===== src/design/lagged_subtractive_random_generator_assert.svh =====
// ----------------------------------------------------------------------------
// lagged subtractive generator assertion macros
// shorthand for clocked implication checks, reset-qualified on rst_n
// ----------------------------------------------------------------------------
`ifndef LAGGED_SUBTRACTIVE_RANDOM_GENERATOR_ASSERT_SVH
`define LAGGED_SUBTRACTIVE_RANDOM_GENERATOR_ASSERT_SVH

// same-cycle implication
`define LSRG_ASSERT_IMP(label, pre, post) \
    label: assert property (@(posedge clk) disable iff (!rst_n) (pre) |-> (post)) \
        else $error("lsrg: check failed");

// next-cycle implication
`define LSRG_ASSERT_NXT(label, pre, post) \
    label: assert property (@(posedge clk) disable iff (!rst_n) (pre) |=> (post)) \
        else $error("lsrg: check failed");

`endif


===== src/design/lsrg_ram.sv =====
// ----------------------------------------------------------------------------
// lsrg_ram
// generic ram, one write port and two registered read ports
// ----------------------------------------------------------------------------
module lsrg_ram #(
    parameter int WIDTH = 32,
    parameter int DEPTH = 64
) (
    input  logic                     clk,
    input  logic                     we,
    input  logic [$clog2(DEPTH)-1:0] waddr,
    input  logic [WIDTH-1:0]         wdata,
    input  logic [$clog2(DEPTH)-1:0] raddr_a,
    output logic [WIDTH-1:0]         rdata_a,
    input  logic [$clog2(DEPTH)-1:0] raddr_b,
    output logic [WIDTH-1:0]         rdata_b
);

    logic [WIDTH-1:0] mem [DEPTH];

    always_ff @(posedge clk)
    begin
        if (we)
        begin
            mem[waddr] <= wdata;
        end
        rdata_a <= mem[raddr_a];
        rdata_b <= mem[raddr_b];
    end

endmodule


===== config.mk =====
export PLATFORM = sky130hd
export DESIGN_NAME = lsrg_ram
export DESIGN_NICKNAME = d
export VERILOG_FILES = /design/src/design/lagged_subtractive_random_generator_assert.svh /design/src/design/lsrg_ram.sv
export SDC_FILE = /design/constraint.sdc
export NUM_CORES = 2
export LEC_CHECK = 0
export BUFFER_PORTS_ARGS = -buffer_cell sky130_fd_sc_hd__clkbuf_2
export CAP_MARGIN = 20
export CORE_ASPECT_RATIO = 0.5
export CORE_MARGIN = 8
export CORE_UTILIZATION = 60
export DETAILED_ROUTE_END_ITERATION = 7
export MAX_ROUTING_LAYER = met4
export PLACE_DENSITY_LB_ADDON = 0.2
export SYNTH_ARGS = -nofsm -noshare
export SYNTH_HDL_FRONTEND = slang
export SYNTH_SLANG_ARGS = --single-unit

===== constraint.sdc =====
create_clock -name clk -period 9.5 [get_ports clk]
set_input_delay 2.85 -clock clk [delete_from_list [all_inputs] [get_ports clk]]
set_output_delay 2.85 -clock clk [all_outputs]
set_load 0.02 [all_outputs]

* After elaboration in Yosys (flattened, before gate mapping) *
Memory sizes are Yosys's and may differ from the RTL's. A register that Yosys moved wholly into a read port is not among the register bits.
Cells that the tools add are included.

word-level totals
  ROM bits = 0
  memory bits (writable) = 2,048
  memories kept = 1
  latch bits = 0
  register bits = 0
  input port bits = 52
  output and inout bits = 64
  word-level logic and storage cells = 3

memories
  memory  words  width  rd ports  clocked after Yosys merged registers in  write ports  RTL line        RTL
  mem     64     32     2         2                                        1            lsrg_ram.sv:19  logic [WIDTH-1:0] mem [DEPTH];

cells by class
  add/sub/neg operators = 0
  $mul = 0
  reductions and logical operators = 0
  divide/modulo/power cells = 0
  order comparisons = 0
  shifts and indexed selects = 0
  muxes and demuxes = 2
  bitwise operators = 0
  eq/ne operators = 0

operators with widths
  kind               number
  two-way mux 1 bit  2

* Depth between registers and ports, before layout *
  word-level depth = 2
  depth in mapped cells = 10
  mapped depth without buffers = 5

* Worst setup path before layout *
Ideal clock, no wire load.

  path type = input-to-reg
  from = input waddr[3]
  to = memory mem[48][0], enable pin
  setup slack = 3.459 ns
  arrival time = 5.580 ns
  cell stages on the path = 4
  cell sequence = clkbuf_1 nor2b_1 nand4b_1 nor3_1

RTL lines
  item         RTL line        RTL
  from (decl)  lsrg_ram.sv:11  input logic [$clog2(DEPTH)-1:0] waddr,
  to (decl)    lsrg_ram.sv:19

No word-level cell before the write port.

==> results by group <==
Outcome
  • Outcome: completed

Route
  • Vias/cell: 7.82
  • WL/cell: 43.0 µm
  • Post-route ant nets: 0
  • Router iterations before antenna repair: 6
  • Post-route DRC violation count: 0
  • Total Wirelength: 292 mm
  • Via count: 53100
  • DR iter-0 viols: 9490

Clocking
  • Buffer count from post-CTS setup fixing: 0
  • Post-CTS Hold Fix Bufs: 0
  • Root buf cell: clkbuf_16
  • CTS max path bufs: 3
  • CTS sink count: 2112
  • Post-cts sizing count: 0
  • # H-tree levels: 4
  • CTS tree: done
  • Num CTS Buffers: 182
  • Clk Latency, worst-skew pair: 0.80 ns
  • Worst-path clk slew: 0.06 ns

Power
  • Final Power: 19500 µW
  • Power Density: 185 nW/µm²
  • Internal power: 14900 µW
  • Maximum vdd drop: 0.188 mV
  • Sequential power share: 53.3%
  • Switching share of power: 23.3%
  • Pleak: 0.0329 µW
  • Gate power share: 9.0%
  • Power share of the clock group: 37.7%
  • Sw Pwr: 4540 µW

GRT
  • Vias in the first global route: 53200
  • Initial antenna violation count: 21
  • GRT Total Usage: 34.4%
  • Largest net degree at the start of global routing: 121
  • Total grt overflow: 0
  • First-pass GRT wire length: 407 mm

Setup path
  • Crit path kind: in2reg
  • Crit-path slowest cell: o22ai_1
  • Setup crit start kind: input port
  • Delay-heaviest family, CP: buffers and inverters
  • Required time of the critical path: 10.15 ns
  • WP buf/inv: 3
  • Crit-path max FO: 87
  • Worst path arrival time: 6.29 ns
  • Worst-path cell chain: buf_8, buf_12, buf_12, mux4_2, mux4_2, o22ai_1, nor2_1
  • CP max stage delay: 0.83 ns
  • Nature of the critical path endpoint: flip-flop

Synth
  • Mux contribution to synthesized area: 29.0%
  • Syn. warnings: 0
  • Post-Syn Area: 95700 µm²
  • Synth Area in XOR/XNOR: 0%
  • Cell count after synthesis: 4412
  • Synth area leaders: edfxtp_1 64%, mux4_2 26%, mux2i_1 2.1%
  • Syn Nets: 4464
  • Synth Area per Inst: 21.7 µm²
  • FF+latch count, synth: 2112
  • Simple-gate portion of the synthesized area: 1.13%
  • Main combinational cell family by area after synthesis: multiplexers
  • Post-synthesis sequential area ratio: 65.6%
  • Library cells used by synthesis: 38
  • Synth top area share: 64.3%
  • Leading area contributor after synthesis: edfxtp_1
  • Adder-cell share of the synthesized area: 0%
  • Compound-Gate Fraction of Synth Area: 2.39%

Final layout
  • Layout cell share with drive strength beyond 1: 38.2%
  • Most common cell after layout, fill and taps aside: edfxtp_1
  • Fillers: 9786
  • Design area: 105000 µm²
  • Most frequent cells in the layout: 2048 x edfxtp_1, 1124 x mux4_2, 204 x mux2i_1
  • Final nets: 4583
  • Final Non-Filler Cells: 6791
  • Area Growth Syn to Fin: 10.0%

Floorplanning
  • Row cnt: 103
  • Starting Density: 60.5%
  • Boundary Pins: 116
  • Core footprint: 158000 µm²
  • DIE AREA: 173000 µm²
  • Chip height: 298 µm
  • Die X: 581 µm

Placement
  • Placed insts: 6425
  • Placed Area: 99000 µm²
  • Port buffer count: 115
  • HPWL Detailed: 161 mm
  • GP Congestion: 0.888

STA
  • Final Hold Viols: 0
  • Fmax: 178 MHz
  • Minimum clock period: 5.63 ns
  • Slew Limit Fails: 0
  • Setup TNS: 0 ns
  • RSZ-0062 raised after global routing: no
  • # setup viols final: 0
  • Max_slew headroom: 15.0%
  • Crit share post-route: 59.3%
  • Skew final: 0.0219 ns
  • Worst-Margin Slew: 1.27 ns

Run
  • MaxCap Viol Count: 0

Worst hold path
  • Worst hold path class: reg2reg
path summary, 6_finish.rpt:
path                    startpoint                   to  slack, ns  cells past startpoint
max                     raddr_a[0]  rdata_a[10]$_DFF_P_       3.87                      7
min          mem[51][16]$_DFFE_PP_  rdata_b[16]$_DFF_P_       0.93                      4
max reg2reg  mem[19][20]$_DFFE_PP_  rdata_b[20]$_DFF_P_       6.81                      4
min reg2reg  mem[51][16]$_DFFE_PP_  rdata_b[16]$_DFF_P_       0.93                      4
area by class of cell:
| cell class | instances | area, µm² | share of cell area [%] |
|---|---|---|---|
| well taps | 2100 | 2630 | 2.50 |
| clock inverters | 89 | 652 | 0.619 |
| clock buffers | 243 | 5100 | 4.85 |
| flip-flops and latches | 2112 | 62800 | 59.7 |
| diodes | 12 | 30.0 | 0.0285 |
| multi-input cells | 1952 | 31600 | 30.1 |
| inverters | 1 | 3.75 | 0.00357 |
| repair buffers | 282 | 2400 | 2.28 |
sequential cells by signal, indices dropped and copies added (netlist names):
| register | count |
|---|---|
| mem | 2048 |
| rdata_a | 32 |
| rdata_b | 32 |
metal layers:
metal  GRT usage [%]  vias up  share of wire [%]
li1                -    19700                  -
met1            48.3    28200                 35
met2            46.5     4565                 43
met3            14.6      582                 19
met4            9.81        0                3.2
met5               -        -                  0
worst min-delay path: cells and delay by family, from the launching register on:
family	cells	cell delay, ns
muxes	2	0.36
DFF	1	0.34
AOI/OAI and AO/OA	2	0.19
metrics by stage:
stage               utilization (%)  setup WS (ns)  hold slack, ns
floorplan                         -           3.46           0.780
global placement               62.7           3.00           0.892
detailed placement             62.7           3.04           0.898
CTS                            66.3           3.91           0.921
global route                   66.6           3.59           0.980
finish                         66.6           3.87           0.926
kinds of logic (layout without fill, tap and decap cells):
| logic type | count (synthesis) | count (layout) |
|---|---|---|
| AOI/OAI and AO/OA | 340 | 340 |
| buffers and inverters | 348 | 615 |
| DFF | 2112 | 2112 |
| muxes | 1364 | 1364 |
| other | 0 | 12 |
| and+or+nand+nor | 248 | 248 |
synth_stat cells:
cell / number
buf_4: 55
nand4_1: 2
nand3b_1: 6
a32oi_1: 9
buf_6: 11
o22ai_1: 56
and2_1: 6
clkbuf_1: 135
buf_2: 121
nor2_1: 94
or2_2: 3
dfxtp_1: 64
mux2_2: 36
nand2b_1: 8
nor2b_1: 19
or3_1: 2
o21ai_0: 18
o211a_1: 1
a22oi_1: 85
nor3_1: 3
nand3_1: 9
o32a_1: 9
nand2_1: 93
mux4_2: 1124
mux2i_1: 204
or3b_2: 2
o41ai_1: 1
a21oi_1: 58
a21boi_1: 1
buf_1: 25
nand4b_1: 1
a221oi_1: 13
inv_2: 1
o21ai_1: 31
a211oi_1: 15
o211ai_1: 27
edfxtp_1: 2048
o221ai_1: 16
power by group through the flow:
| stage | clock network [µW] | registers [µW] | logic, µW |
|---|---|---|---|
| floorplan | 0 | 10600 | 988 |
| global placement | 0 | 10600 | 1650 |
| detailed placement | 0 | 10600 | 1680 |
| CTS | 7360 | 10400 | 1680 |
| global route | 7720 | 10400 | 1810 |
| finish | 7350 | 10400 | 1750 |
No activity file was read; power rests on OpenSTA's default activity.
